==> config.mk <==
export PLATFORM = sky130hd
export DESIGN_NAME = motion_blur_line_filter
export DESIGN_NICKNAME = d
export VERILOG_FILES = /design/src/hw/rtl/mblur_pkg.sv /design/src/hw/rtl/motion_blur_line_filter.sv /design/src/hw/rtl/mblur_hist.sv /design/src/hw/rtl/mblur_div.sv
export SDC_FILE = /design/constraint.sdc
export NUM_CORES = 1
export LEC_CHECK = 0
export BUFFER_PORTS_ARGS = -buffer_cell sky130_fd_sc_hd__buf_4
export CAP_MARGIN = 20
export CORE_ASPECT_RATIO = 0.7
export CORE_UTILIZATION = 25
export CTS_CLUSTER_DIAMETER = 120
export DETAILED_ROUTE_END_ITERATION = 12
export PLACE_DENSITY = 0.43
export SETUP_SLACK_MARGIN = 0.15
export SLEW_MARGIN = 5
export SYNTH_ARGS = -nofsm -noshare
export SYNTH_HDL_FRONTEND = slang
export SYNTH_HIERARCHICAL = 1
export SYNTH_SLANG_ARGS = --single-unit
==> constraint.sdc <==
create_clock -name aclk -period 5.61 [get_ports aclk]
set_input_delay 0.2805 -clock aclk [delete_from_list [all_inputs] [get_ports aclk]]
set_output_delay 0.2805 -clock aclk [all_outputs]
set_load 0.02 [all_outputs]
==> src/hw/rtl/mblur_pkg.sv <==
// ----------------------------------------------------------------------------
// mblur_pkg
// Shared constants and types for the motion blur line filter.
// ----------------------------------------------------------------------------
package mblur_pkg;

    localparam int MAX_BLUR_DEF = 16;
    localparam int PIX_W        = 8;
    localparam int BLUR_W       = 5;
    localparam int LANES        = 3;

    localparam logic [BLUR_W-1:0] BLUR_RESET = 5'd4;

    typedef struct packed {
        logic busy;
        logic done;
    } mblur_div_stat_t;

endpackage

==> src/hw/rtl/motion_blur_line_filter.sv <==
// ----------------------------------------------------------------------------
// motion_blur_line_filter
// Horizontal box motion blur along a line, blended half and half with source.
// ----------------------------------------------------------------------------
// Flow: a pixel accepted in ST_IDLE is summed in ST_SUM over its window,
//   read from the history newest first, divided by n + 1 in ST_DIV by the
//   bit-serial divider and blended in ST_OUT once the output register is free,
//   n being min(blur_amount, MAX_BLUR, line pixels). s_ready is high only in
//   ST_IDLE, so no new pixel is taken until the last result has been loaded.
// Reset: synchronous, active low; blur_amount returns to 4, window emptied.
// ----------------------------------------------------------------------------
module motion_blur_line_filter
    import mblur_pkg::*;
#(
    parameter int MAX_BLUR = MAX_BLUR_DEF
) (
    input  logic              aclk,
    input  logic              aresetn,
    // configuration word: blur_amount
    input  logic              cfg_valid,
    output logic              cfg_ready,
    input  logic [BLUR_W-1:0] cfg_data,
    // pixel in
    input  logic              s_valid,
    output logic              s_ready,
    input  logic [PIX_W-1:0]  s_red,
    input  logic [PIX_W-1:0]  s_green,
    input  logic [PIX_W-1:0]  s_blue,
    input  logic              s_line_start,
    // pixel out
    output logic              m_valid,
    input  logic              m_ready,
    output logic [PIX_W-1:0]  m_red_out,
    output logic [PIX_W-1:0]  m_green_out,
    output logic [PIX_W-1:0]  m_blue_out
);

    localparam int CNT_W = $clog2(MAX_BLUR + 1);
    localparam int PTR_W = (MAX_BLUR > 1) ? $clog2(MAX_BLUR) : 1;
    localparam int SUM_W = $clog2(MAX_BLUR * 255 + 1);
    localparam int DVS_W = $clog2(MAX_BLUR + 2);
    localparam logic [PTR_W-1:0] PTR_LAST = PTR_W'(MAX_BLUR - 1);

    typedef enum logic [1:0] {
        ST_IDLE,
        ST_SUM,
        ST_DIV,
        ST_OUT
    } state_t;

    state_t                      state_reg, state_next;
    logic [BLUR_W-1:0]           blur_reg, blur_next;
    logic [PTR_W-1:0]            wp_reg, wp_next;
    logic [PTR_W-1:0]            rp_reg, rp_next;
    logic [CNT_W-1:0]            wc_reg, wc_next;
    logic [CNT_W-1:0]            n_reg, n_next;
    logic [CNT_W-1:0]            left_reg, left_next;
    logic                        pend_reg, pend_next;
    logic [LANES-1:0][SUM_W-1:0] sum_reg, sum_next;
    logic [3*PIX_W-1:0]          pix_reg, pix_next;
    logic                        m_valid_reg, m_valid_next;
    logic [3*PIX_W-1:0]          res_reg, res_next;

    logic                        in_fire;
    logic                        out_load;
    logic [PTR_W-1:0]            wp_eff;
    logic [CNT_W-1:0]            wc_eff;
    logic [CNT_W-1:0]            blur_clamp;
    logic                        rd_en;
    logic [3*PIX_W-1:0]          rd_data;
    logic                        hist_wr;
    logic                        div_start;
    logic [LANES-1:0][SUM_W-1:0] quo;
    mblur_div_stat_t             div_stat;

    assign cfg_ready = 1'b1;
    assign s_ready   = (state_reg == ST_IDLE);
    assign in_fire   = s_valid && s_ready;

    // a line start empties the window before this pixel is looked at
    assign wp_eff = s_line_start ? '0 : wp_reg;
    assign wc_eff = s_line_start ? '0 : wc_reg;

    // oversized blur amounts fold down to the history depth
    assign blur_clamp = (blur_reg > MAX_BLUR) ? CNT_W'(MAX_BLUR) : CNT_W'(blur_reg);

    // read one history entry a cycle, newest first
    assign rd_en = (state_reg == ST_SUM) && (left_reg != '0);

    // sums complete once every read has been issued and its data added
    assign div_start = (state_reg == ST_SUM) && (left_reg == '0) && !pend_reg;

    // store the current pixel as the sums are handed to the divider
    assign hist_wr = div_start;

    assign out_load = (state_reg == ST_OUT) && (!m_valid_reg || m_ready);

    always_comb begin
        state_next   = state_reg;
        blur_next    = blur_reg;
        wp_next      = wp_reg;
        rp_next      = rp_reg;
        wc_next      = wc_reg;
        n_next       = n_reg;
        left_next    = left_reg;
        pend_next    = 1'b0;
        sum_next     = sum_reg;
        pix_next     = pix_reg;
        m_valid_next = m_valid_reg;
        res_next     = res_reg;

        if (cfg_valid && cfg_ready) begin
            blur_next = cfg_data;
        end

        // drop the result word once taken
        if (m_valid_reg && m_ready) begin
            m_valid_next = 1'b0;
        end

        unique case (state_reg)
            ST_IDLE: begin
                if (in_fire) begin
                    pix_next   = {s_red, s_green, s_blue};
                    wp_next    = wp_eff;
                    wc_next    = wc_eff;
                    n_next     = (blur_clamp < wc_eff) ? blur_clamp : wc_eff;
                    left_next  = (blur_clamp < wc_eff) ? blur_clamp : wc_eff;
                    rp_next    = (wp_eff == '0) ? PTR_LAST : wp_eff - 1'b1;
                    sum_next   = '0;
                    state_next = ST_SUM;
                end
            end
            ST_SUM: begin
                if (rd_en) begin
                    rp_next   = (rp_reg == '0) ? PTR_LAST : rp_reg - 1'b1;
                    left_next = left_reg - 1'b1;
                    pend_next = 1'b1;
                end
                if (pend_reg) begin
                    sum_next[2] = sum_reg[2] + SUM_W'(rd_data[3*PIX_W-1:2*PIX_W]);
                    sum_next[1] = sum_reg[1] + SUM_W'(rd_data[2*PIX_W-1:PIX_W]);
                    sum_next[0] = sum_reg[0] + SUM_W'(rd_data[PIX_W-1:0]);
                end
                if (div_start) begin
                    wp_next    = (wp_reg == PTR_LAST) ? '0 : wp_reg + 1'b1;
                    wc_next    = (wc_reg < MAX_BLUR) ? wc_reg + 1'b1 : wc_reg;
                    state_next = ST_DIV;
                end
            end
            ST_DIV: begin
                if (div_stat.done) begin
                    state_next = ST_OUT;
                end
            end
            ST_OUT: begin
                // hold until the output register is free, then blend
                if (out_load) begin
                    res_next[3*PIX_W-1:2*PIX_W] = {1'b0, pix_reg[3*PIX_W-1:2*PIX_W+1]}
                                                  + {1'b0, quo[2][PIX_W-1:1]};
                    res_next[2*PIX_W-1:PIX_W]   = {1'b0, pix_reg[2*PIX_W-1:PIX_W+1]}
                                                  + {1'b0, quo[1][PIX_W-1:1]};
                    res_next[PIX_W-1:0]         = {1'b0, pix_reg[PIX_W-1:1]}
                                                  + {1'b0, quo[0][PIX_W-1:1]};
                    m_valid_next = 1'b1;
                    state_next   = ST_IDLE;
                end
            end
            default: begin
                state_next = ST_IDLE;
            end
        endcase
    end

    always_ff @(posedge aclk) begin
        rp_reg   <= rp_next;
        n_reg    <= n_next;
        left_reg <= left_next;
        pix_reg  <= pix_next;
        res_reg  <= res_next;
        if (!aresetn) begin
            state_reg   <= ST_IDLE;
            blur_reg    <= BLUR_RESET;
            wp_reg      <= '0;
            wc_reg      <= '0;
            pend_reg    <= 1'b0;
            sum_reg     <= '0;
            m_valid_reg <= 1'b0;
        end else begin
            state_reg   <= state_next;
            blur_reg    <= blur_next;
            wp_reg      <= wp_next;
            wc_reg      <= wc_next;
            pend_reg    <= pend_next;
            sum_reg     <= sum_next;
            m_valid_reg <= m_valid_next;
        end
    end

    mblur_hist #(
        .MAX_BLUR (MAX_BLUR),
        .PTR_W    (PTR_W)
    ) u_hist (
        .aclk    (aclk),
        .wr_en   (hist_wr),
        .wr_addr (wp_reg),
        .wr_data (pix_reg),
        .rd_en   (rd_en),
        .rd_addr (rp_reg),
        .rd_data (rd_data)
    );

    mblur_div #(
        .SUM_W (SUM_W),
        .DVS_W (DVS_W)
    ) u_div (
        .aclk     (aclk),
        .aresetn  (aresetn),
        .start    (div_start),
        .divisor  (DVS_W'(n_reg) + DVS_W'(1)),
        .dividend (sum_reg),
        .quotient (quo),
        .stat     (div_stat)
    );

    assign m_valid     = m_valid_reg;
    assign m_red_out   = res_reg[3*PIX_W-1:2*PIX_W];
    assign m_green_out = res_reg[2*PIX_W-1:PIX_W];
    assign m_blue_out  = res_reg[PIX_W-1:0];

    a_start_idle_div: assert property (@(posedge aclk) disable iff (!aresetn)
        div_start |-> !div_stat.busy)
        else $error("divider started while busy");

    a_done_in_div: assert property (@(posedge aclk) disable iff (!aresetn)
        div_stat.done |-> (state_reg == ST_DIV))
        else $error("divider finished outside the divide phase");

    a_window_bound: assert property (@(posedge aclk) disable iff (!aresetn)
        (state_reg == ST_SUM) |-> (n_reg <= wc_reg) && (left_reg <= n_reg))
        else $error("window exceeds pixels held for the line");

    a_count_bound: assert property (@(posedge aclk) disable iff (!aresetn)
        wc_reg <= MAX_BLUR)
        else $error("window count beyond history depth");

    a_accept_to_sum: assert property (@(posedge aclk) disable iff (!aresetn)
        in_fire |=> (state_reg == ST_SUM) && !pend_reg)
        else $error("accepted pixel did not start summing");

endmodule

==> src/hw/rtl/mblur_hist.sv <==
// ----------------------------------------------------------------------------
// mblur_hist
// Ring store of recent pixels: one write port, one registered read port.
// ----------------------------------------------------------------------------
module mblur_hist
    import mblur_pkg::*;
#(
    parameter int MAX_BLUR = MAX_BLUR_DEF,
    parameter int PTR_W    = (MAX_BLUR > 1) ? $clog2(MAX_BLUR) : 1
) (
    input  logic                   aclk,
    input  logic                   wr_en,
    input  logic [PTR_W-1:0]       wr_addr,
    input  logic [3*PIX_W-1:0]     wr_data,
    input  logic                   rd_en,
    input  logic [PTR_W-1:0]       rd_addr,
    output logic [3*PIX_W-1:0]     rd_data
);

    logic [3*PIX_W-1:0] mem [MAX_BLUR];
    logic [3*PIX_W-1:0] rd_data_reg;

    always_ff @(posedge aclk) begin
        if (wr_en) begin
            mem[wr_addr] <= wr_data;
        end
        if (rd_en) begin
            rd_data_reg <= mem[rd_addr];
        end
    end

    assign rd_data = rd_data_reg;

endmodule

==> src/hw/rtl/mblur_div.sv <==
// ----------------------------------------------------------------------------
// mblur_div
// Restoring divider, one quotient bit per cycle, three lanes on one divisor.
// ----------------------------------------------------------------------------
module mblur_div
    import mblur_pkg::*;
#(
    parameter int SUM_W = 12,
    parameter int DVS_W = 5
) (
    input  logic                         aclk,
    input  logic                         aresetn,
    input  logic                         start,
    input  logic [DVS_W-1:0]             divisor,
    input  logic [LANES-1:0][SUM_W-1:0]  dividend,
    output logic [LANES-1:0][SUM_W-1:0]  quotient,
    output mblur_div_stat_t              stat
);

    localparam int ITW = $clog2(SUM_W + 1);

    logic [LANES-1:0][SUM_W-1:0] quo_reg, quo_next;
    logic [LANES-1:0][DVS_W-1:0] rem_reg, rem_next;
    logic [DVS_W-1:0]            dvs_reg;
    logic [ITW-1:0]              cnt_reg;
    logic                        busy_reg;
    logic                        done_reg;
    logic [DVS_W:0]              trial [LANES];

    // one restoring step on each lane
    always_comb begin
        for (int l = 0; l < LANES; l++) begin
            trial[l] = {rem_reg[l], quo_reg[l][SUM_W-1]};
            if (trial[l] >= {1'b0, dvs_reg}) begin
                rem_next[l] = DVS_W'(trial[l] - {1'b0, dvs_reg});
                quo_next[l] = {quo_reg[l][SUM_W-2:0], 1'b1};
            end else begin
                rem_next[l] = DVS_W'(trial[l]);
                quo_next[l] = {quo_reg[l][SUM_W-2:0], 1'b0};
            end
        end
    end

    always_ff @(posedge aclk) begin
        if (start) begin
            quo_reg <= dividend;
            rem_reg <= '0;
            dvs_reg <= divisor;
            cnt_reg <= ITW'(SUM_W);
        end else if (busy_reg) begin
            quo_reg <= quo_next;
            rem_reg <= rem_next;
            cnt_reg <= cnt_reg - 1'b1;
        end
        if (!aresetn) begin
            busy_reg <= 1'b0;
            done_reg <= 1'b0;
        end else begin
            done_reg <= busy_reg && (cnt_reg == ITW'(1));
            if (start) begin
                busy_reg <= 1'b1;
            end else if (busy_reg && (cnt_reg == ITW'(1))) begin
                busy_reg <= 1'b0;
            end
        end
    end

    assign quotient  = quo_reg;
    assign stat.busy = busy_reg;
    assign stat.done = done_reg;

endmodule

# [Yosys cells after proc, flatten, opt, wreduce, memory -nomap -nowiden]
# Memories as Yosys holds them, arrays and structs flattened. A register that Yosys moved wholly into a read port is not among the register bits.
# Index checks and enable logic that the tools add are counted.
[totals] regBits=178 mem_bits_rw=384 out_inout_bits=27 word_cells=129 n_memories=1
[op_classes] n_addsub=16 n_lt_le_gt_ge=6 eq_ne=12 mux=44 reduce_logical=26
[mem_list] name="u_hist.mem" depth=16 word_bits=24 read_ports=1 rd_ports_with_merged_regs=1 wr=1 line_no="mblur_hist.sv:20" rtl="logic [3*PIX_W-1:0] mem [MAX_BLUR];"
[ops] op="$mux W36" n=4
[ops] op="$pmux W36 S2" n=1
[ops] op="$mux W5" n=11
[ops] op="$add A12 B8 Y12" n=3
[ops] op="$mux W4" n=8
[ops] op="$add A7 B7 Y8" n=3
[ops] op="$pmux W5 S2" n=2
[ops] op="$ge A6 B5 Y1" n=3
[ops] op="$pmux W4 S2" n=2
[ops] op="$sub A5 B5 Y5" n=3
[ops] op="$sub A4 B1 Y4 const B" n=3
[ops] op="$mux W1" n=11
[ops] op="$add A5 B1 Y5 const B" n=2
[ops] op="$reduce_and A3 Y1" n=3
[ops] op="$logic_not A4 Y1" n=2
[ops] op="$mux W2" n=4
[ops] op="$ne A2 B2 Y1 const B" n=4
[ops] op="$pmux W2 S4" n=1
[ops] op="$reduce_and A4 Y1" n=2
[ops] op="$logic_and A1 B1 Y1" n=7
[ops] op="$ne A2 B1 Y1 const B" n=3
[ops] op="$reduce_and A2 Y1" n=3
[ops] op="$reduce_bool A2 Y1" n=3
[ops] op="$gt A5 B5 Y1 const B" n=1
[ops] op="13 further kinds" n=15

# [Longest topological paths before layout]
# Gate-level depths: netlist of the first run.
[depth] ltp_word=6 depth_mapped=9 depth_no_buf=9

# [By module]
# Netlist of the first run, hierarchy kept.
[by_module_without_submodules] module="mblur_hist" instances=1 cells_per_inst=636 area_each_um2=15170.8 seq_area_each_um2=12251.8
[by_module_without_submodules] module="motion_blur_line_filter" instances=1 cells_per_inst=648 area_each_um2=6601.3 seq_area_each_um2=2942.8
[by_module_without_submodules] module="mblur_div" instances=1 cells_per_inst=262 area_each_um2=3181.8 seq_area_each_um2=1651.6

# [Least setup slack after synthesis of the first run]
# OpenSTA, ideal clock, no wires.
[synth_timing] path_type="reg-to-reg" from="register left_reg[0]" to="memory u_hist/mem[0][0] (netlist name) (enable)" t_arrival_ns=3.790 required_ns=5.175 slack_ns=1.385 stages_incl_launch_ff=7 synth_period_minus_slack_ns=4.225 path_cell_list="edfxtp_1 -> inv_1 -> ha_1 -> or4b_4 -> nor3b_4 -> or3b_2 -> nor3_1"
[synth_between] elab_chain_cells=5
[synth_rtl] element="from (decl)" line_no="motion_blur_line_filter.sv:57" rtl="logic [CNT_W-1:0] left_reg, left_next;"
[synth_rtl] element="from (signal assigned)" line_no="motion_blur_line_filter.sv:178" rtl="left_reg <= left_next;"
[synth_rtl] element="$logic_not A5 Y1" line_no="motion_blur_line_filter.sv:91" rtl="assign div_start = (state_reg == ST_SUM) && (left_reg == '0) && !pend_reg;"
[synth_rtl] element="$logic_and A1 B1 Y1 (2 in series)" line_no="motion_blur_line_filter.sv:91"
[synth_rtl] element="net div_start" line_no="motion_blur_line_filter.sv:72" rtl="logic div_start;"
[synth_rtl] element="$mux W1" line_no="mblur_hist.sv:24" rtl="if (wr_en) begin"
[synth_rtl] element="$mux W1 (implied by the code)" line_no="mblur_hist.sv:25" rtl="mem[wr_addr] <= wr_data;"
[synth_rtl] element="to (decl)" line_no="mblur_hist.sv:20"
# The timed path passes the listed nets, and every way through them passes these cells.

# [Worst setup path after layout of the first run]
[layout_timing] from="register left_reg[0]" to="memory u_hist/mem[1][19] (netlist name) (enable)"
# The elaborated chain is that of the path after synthesis.

==> results of run 1 <==
## how the worst max path moves through the flow
stage                               start                           to  slack [ps]  cells after the start
finish              left_reg[0]$_DFFE_PP_  u_hist/mem[1][19]$_DFFE_PP_        2240                      6
global route        left_reg[0]$_DFFE_PP_  u_hist/mem[1][19]$_DFFE_PP_        2100                      6
CTS                 left_reg[0]$_DFFE_PP_  u_hist/mem[1][13]$_DFFE_PP_        2190                      6
detailed placement  left_reg[0]$_DFFE_PP_  u_hist/mem[3][17]$_DFFE_PP_        2210                      6
global placement    left_reg[0]$_DFFE_PP_  u_hist/mem[2][17]$_DFFE_PP_        2220                      6
floorplan           left_reg[0]$_DFFE_PP_   u_hist/mem[0][0]$_DFFE_PP_        1380                      6
## power by group
group	internal [mW]	switching, mW	leakage (nW)
clock network	2.02	1.72	0.875
registers	5.37	0.379	5.23
logic	1.35	2.02	3.84
## stage by stage
stage                     std cells  hold slack (ps)  power [mW]
after floorplan                1545            379.4       7.968
after global placement         2901            452.4       9.181
final                          3052            357.7       12.85
after CTS                      3051            314.1       13.03
after detailed placement       2901            455.0       9.207
after global routing           3052            334.2       13.54
## critical path, delay by kind of cell, from the launching register on
| kind | cells | cell delay [ps] |
|---|---|---|
| AND/OR/NAND/NOR | 4 | 2340 |
| flip-flops | 1 | 390 |
| adder cells (fa/ha/maj) | 1 | 140 |
| buffers and inverters | 1 | 110 |
## area by class of cell
type | instances | area [um2] | area share
clock inverter | 36 | 220.2 | 0.007498
inverter | 71 | 266.5 | 0.009075
sequential | 586 | 16850 | 0.5736
clock buffer | 75 | 1568 | 0.05338
timing repair buffer | 130 | 1131 | 0.03851
tap | 1323 | 1655 | 0.05637
multi-input combinational | 831 | 7681 | 0.2615
## layer usage
layer  track usage  up-vias
met2        0.1816      268
met1        0.1919     7139
met4       0.02954        0
met3       0.02087       78
li1              -     6323
met5             0        -
## cell usage in the layout (no fill, tap or decap), types with 31 or more instances in the layout
master	instances
a21oi_1	47
a22oi_1	55
buf_4	87
clkbuf_16	60
dfxtp_1	75
dlygate4sd3_1	39
edfxtp_1	511
ha_1	79
inv_1	70
mux2_2	40
mux4_2	96
nand2_1	100
nor2_1	73
xnor2_1	31
==> flow_summary.yaml, run 1 <==
outcome:
  result_of_the_run: "finished, final reports clean"
cells_and_area:
  final_design_area_no_fill_um2: 29370
  finalCoreUtilization: 0.2985
  nNetsFinal: 1802
  largest_register_ff_count: 384
  post_route_cells_drive_above_1_share: 0.2019
  num_antenna_cells: 0
  synth_to_layout_area_growth_pct: 17.73
  final.fill_count: 9659
critical_path:
  crit-reg2reg-capture: "u_hist/mem[1][19]$_DFFE_PP_"
  criticalPathCategory: "register to register"
  critical_path_required_ps: 5870
  cp-start-kind: "register"
  r2r.worst_path.cells: 6
  reg2reg_setup_slack_ps: 2240
  largest_incremental_delay_on_the_critical_path_ps: 750
  worstReg2RegStart: "left_reg[0]$_DFFE_PP_"
  crit_chain: "inv_1 > ha_1 > or4b_4 > nor3b_4 > or3b_2 > nor2_4"
  critPathMaxFanout: 24
  endpoint_kind: "register"
  crit_arrival_ps: 3630
  worst_path_max_delay_cell: "nor2_4"
global_routing:
  all_layer_gr_usage: 0.1252
  antenna_violations_before_repair: 2
  globalRoute.totalOverflow: 0
  grt_pass1_vias: 14060
  maximum_number_of_pins_on_one_net_before_global_route_repair: 99
  wire_length_of_the_first_global_routing_pass_mm: 94.31
clocking:
  tritoncts.num_buffers: 59
  cts_hold_buf: 39
  post_cts_resize_count: 0
  clock-sinks: 586
  cts_root_buffer: "clkbuf_16"
  tritoncts: "yes"
  worst_skew_pair.late_latency_ps: 640
  cts.clk_slew.worst_paths_ps: 60
  cts_post_setup_buffers_inserted: 0
  cts_htree_levels: 2
  max-clock-path-buffers: 3
place:
  io_buffer_count: 60
  dp.final_hpwl_mm: 40.06
  gp_routability_congestion: 0.7838
  placement.cell_area_um2: 27160
  preCtsSetupSlack_ps: 2205
worst_hold_path:
  worst_hold_path.endpoint: "pix_reg[18]$_DFFE_PP_"
  hold_path.class: "input pin to register"
  hold-path-cell-count: 2
  holdCritStartpoint: "s_red[2]"
routing:
  drc_errors: 0
  num_vias: 13810
  met3_wirelength_mm: 2.734
  dr_wl_met2_mm: 26.53
  postRouteWirelength_mm: 63.25
  drt-pass1-iter-count: 5
  drtIter0Drc: 957
  top_signal_layer_used: "met4"
  avgRoutedWirePerCell_um: 20.72
  met1Wirelength_mm: 32.94
  route.detailed.vias_per_inst: 4.524
  ant_nets: 0
floorplanning:
  ios: 62
  placeableCoreArea_um2: 98370
  chipWidth_um: 379.6
  fp.dieArea_um2: 101100
  num_rows: 96
  initial_utilization: 0.2536
  chipHeight_um: 266.3
timing:
  setup_total_negative_slack_ps: 0
  rsz_0062_raised_after_global_routing: "false"
  final_min_period_over_clock_period: 0.6003
  slew_margin_rel: 0.3033
  maxSlewViolCount: 0
  final_min_period_ps: 3368
  worst_clock_skew_ps: 18.74
  report.final.setup_viol: 0
  fmax_mhz: 296.9
  timing_worst_slew_pin_value_ps: 1043
  final.setup.worst_slack_ps: 2242
  timing.final.hold_violations: 0
power_and_ir_drop:
  static-leakage-power_nw: 9.948
  pwr_density_cell_nw_per_um2: 437.5
  worst_ir_drop_vdd_v: 0.0002603
logic_synthesis:
  synthesis.nets: 1668
  postSynthCellCount: 1545
  netlist_area_um2: 24950
  syn-mean-instance-area_um2: 16.15
  yosysWarningCount: 6
flow_run:
  drv_cap: 0
No activity file was read; power rests on OpenSTA's default activity.
==> run 2, diff against run 1 <==
==> constraint.sdc (replaced) <==
create_clock -name aclk -period 3.35 [get_ports aclk]
set_input_delay 0.1675 -clock aclk [delete_from_list [all_inputs] [get_ports aclk]]
set_output_delay 0.1675 -clock aclk [all_outputs]
set_load 0.02 [all_outputs]
==> flow_summary.yaml, run 2 (synthesized netlist as in run 1, its figures left out) <==
floorplanning:
  chipWidth_um: 379.6
  ios: 62
  chipHeight_um: 266.3
  placeableCoreArea_um2: 98370
  fp.dieArea_um2: 101100
  num_rows: 96
  initial_utilization: 0.2536
worst_hold_path:
  worst_hold_path.endpoint: "pix_reg[20]$_DFFE_PP_"
  hold_path.class: "input pin to register"
  hold-path-cell-count: 2
  holdCritStartpoint: "s_red[4]"
timing:
  report.final.setup_viol: 0
  fmax_mhz: 330.9
  fin_hold_ws_ps: 241.7
  final_min_period_ps: 3022
  rsz_0062_raised_after_global_routing: "false"
  worst_clock_skew_ps: 14.57
  slew_margin_rel: 0.3089
  final_min_period_over_clock_period: 0.9021
  maxSlewViolCount: 0
  timing_worst_slew_pin_value_ps: 1034
  timing.final.hold_violations: 0
routing:
  drtIter0Drc: 1141
  ant_nets: 0
  postRouteWirelength_mm: 65.72
  route.detailed.vias_per_inst: 4.560
  num_vias: 14050
  drt-pass1-iter-count: 5
  drc_errors: 0
  avgRoutedWirePerCell_um: 21.34
clocking:
  cts_root_buffer: "clkbuf_16"
  tritoncts: "yes"
  clock-sinks: 586
  cts_htree_levels: 2
  max-clock-path-buffers: 3
  tritoncts.num_buffers: 59
  cts.clk_slew.worst_paths_ps: 60
  worst_skew_pair.late_latency_ps: 640
critical_path:
  cp-start-kind: "register"
  critical_path_required_ps: 3680
  critical_path.most_common_cell: "buf_12"
  worstReg2RegStart: "left_reg[0]$_DFFE_PP_"
  crit-reg2reg-capture: "u_hist/mem[8][1]$_DFFE_PP_"
  crit_chain: "inv_1 > ha_1 > or4b_4 > nor3b_4 > buf_12 > nand3b_1 > nor3_4 > buf_12"
  r2r.worst_path.cells: 8
  reg2reg_setup_slack_ps: 330
  critPathMaxFanout: 37
  endpoint_kind: "register"
  worst_path_max_delay_cell: "or4b_4"
  criticalPathCategory: "register to register"
  crit_arrival_ps: 3360
  largest_incremental_delay_on_the_critical_path_ps: 510
cells_and_area:
  final_design_area_no_fill_um2: 30010
  nNetsFinal: 1832
  finalCoreUtilization: 0.3051
  synth_to_layout_area_growth_pct: 20.31
  largest_register_ff_count: 384
  mostFrequentLayoutCells: "511 x edfxtp_1, 100 x nand2_1, 100 x buf_4"
  post_route_cells_drive_above_1_share: 0.2151
  num_antenna_cells: 0
  layout_commonest_cell: "edfxtp_1"
  final.fill_count: 9636
  stdcell_count: 3080
global_routing:
  wire_length_of_the_first_global_routing_pass_mm: 97.80
  maximum_number_of_pins_on_one_net_before_global_route_repair: 67
  globalRoute.totalOverflow: 0
  grt_pass1_vias: 14370
  all_layer_gr_usage: 0.1308
  antenna_violations_before_repair: 4
power_and_ir_drop:
  static-leakage-power_nw: 10.21
  pwr_density_cell_nw_per_um2: 735.8
  fin_total_pwr_mw: 22.08
  worst_ir_drop_vdd_v: 0.0004362
place:
  gp_routability_congestion: 0.7726
  placement.cell_area_um2: 27650
  io_buffer_count: 60
  dp_cells: 2932
  dp.final_hpwl_mm: 42.60
flow_run:
  drv_cap: 0
outcome:
  result_of_the_run: "finished, final reports clean"
==> run 2: changes by cell type in the layout (fill, tap and decap cells not counted), moves of 5 or more <==
| cell | previous run | this run |
|---|---|---|
| clkinv_1 | 13 | 8 |
| bufinv_16 | 1 | 8 |
| buf_12 | 3 | 21 |
| buf_4 | 87 | 100 |
==> run 2: layer usage <==
layer / wire length [um] / track usage / share of wire / vias up
met3: 3323 / 0.02391 / 0.051 / 78
met5: 0 / 0 / 0 / -
met4: 1055 / 0.02659 / 0.016 / 0
li1: - / - / - / 6387
met2: 26690 / 0.1837 / 0.41 / 346
met1: 34650 / 0.2057 / 0.53 / 7234
==> run 2: how the worst max path moves through the flow <==
stage	start	end	cells after the start
finish	left_reg[0]$_DFFE_PP_	u_hist/mem[8][1]$_DFFE_PP_	8
detailed placement	left_reg[0]$_DFFE_PP_	u_hist/mem[8][3]$_DFFE_PP_	8
floorplan	left_reg[0]$_DFFE_PP_	u_hist/mem[1][0]$_DFFE_PP_	6
global route	left_reg[0]$_DFFE_PP_	u_hist/mem[14][6]$_DFFE_PP_	9
global placement	left_reg[0]$_DFFE_PP_	u_hist/mem[8][2]$_DFFE_PP_	8
CTS	left_reg[0]$_DFFE_PP_	u_hist/mem[8][14]$_DFFE_PP_	8
==> run 2: per-stage QoR <==
step | setup TNS [ps] | setup slack, ps
after global routing | 0 | 224.1
after floorplan | -19240 | -219.3
after detailed placement | 0 | 332.2
after CTS | 0 | 318.2
after global placement | 0 | 365.1
final | 0 | 327.9
==> run 2: layout make-up <==
type                    count  area [um2]  share of cell area
clock buffers              78        1558             0.05190
clock inverters            31       419.2             0.01397
inverters                  71       266.5            0.008880
multi-input cells         831        7706              0.2568
flip-flops and latches    586       16850              0.5613
well taps                1323        1655             0.05516
repair buffers            160        1562             0.05203
==> run 2: timing repair <==
action	CTS	global route
hold endpoints to repair	47	0
buffers inserted	0	0
hold buffers	39	0
gates resized for setup	0	0
==> run 2: where the power goes <==
part | internal (mW) | switching [mW]
clock | 3.91 | 2.90
combinational | 2.32 | 3.35
sequential | 8.99 | 0.617
==> run 2: worst max-delay path, delay by kind of cell (launching register included) <==
family / cells / cell delay (ps)
AND/OR/NAND/NOR: 4 / 1480
flip-flops: 1 / 410
adder cells (fa/ha/maj): 1 / 140
buffers and inverters: 3 / 650
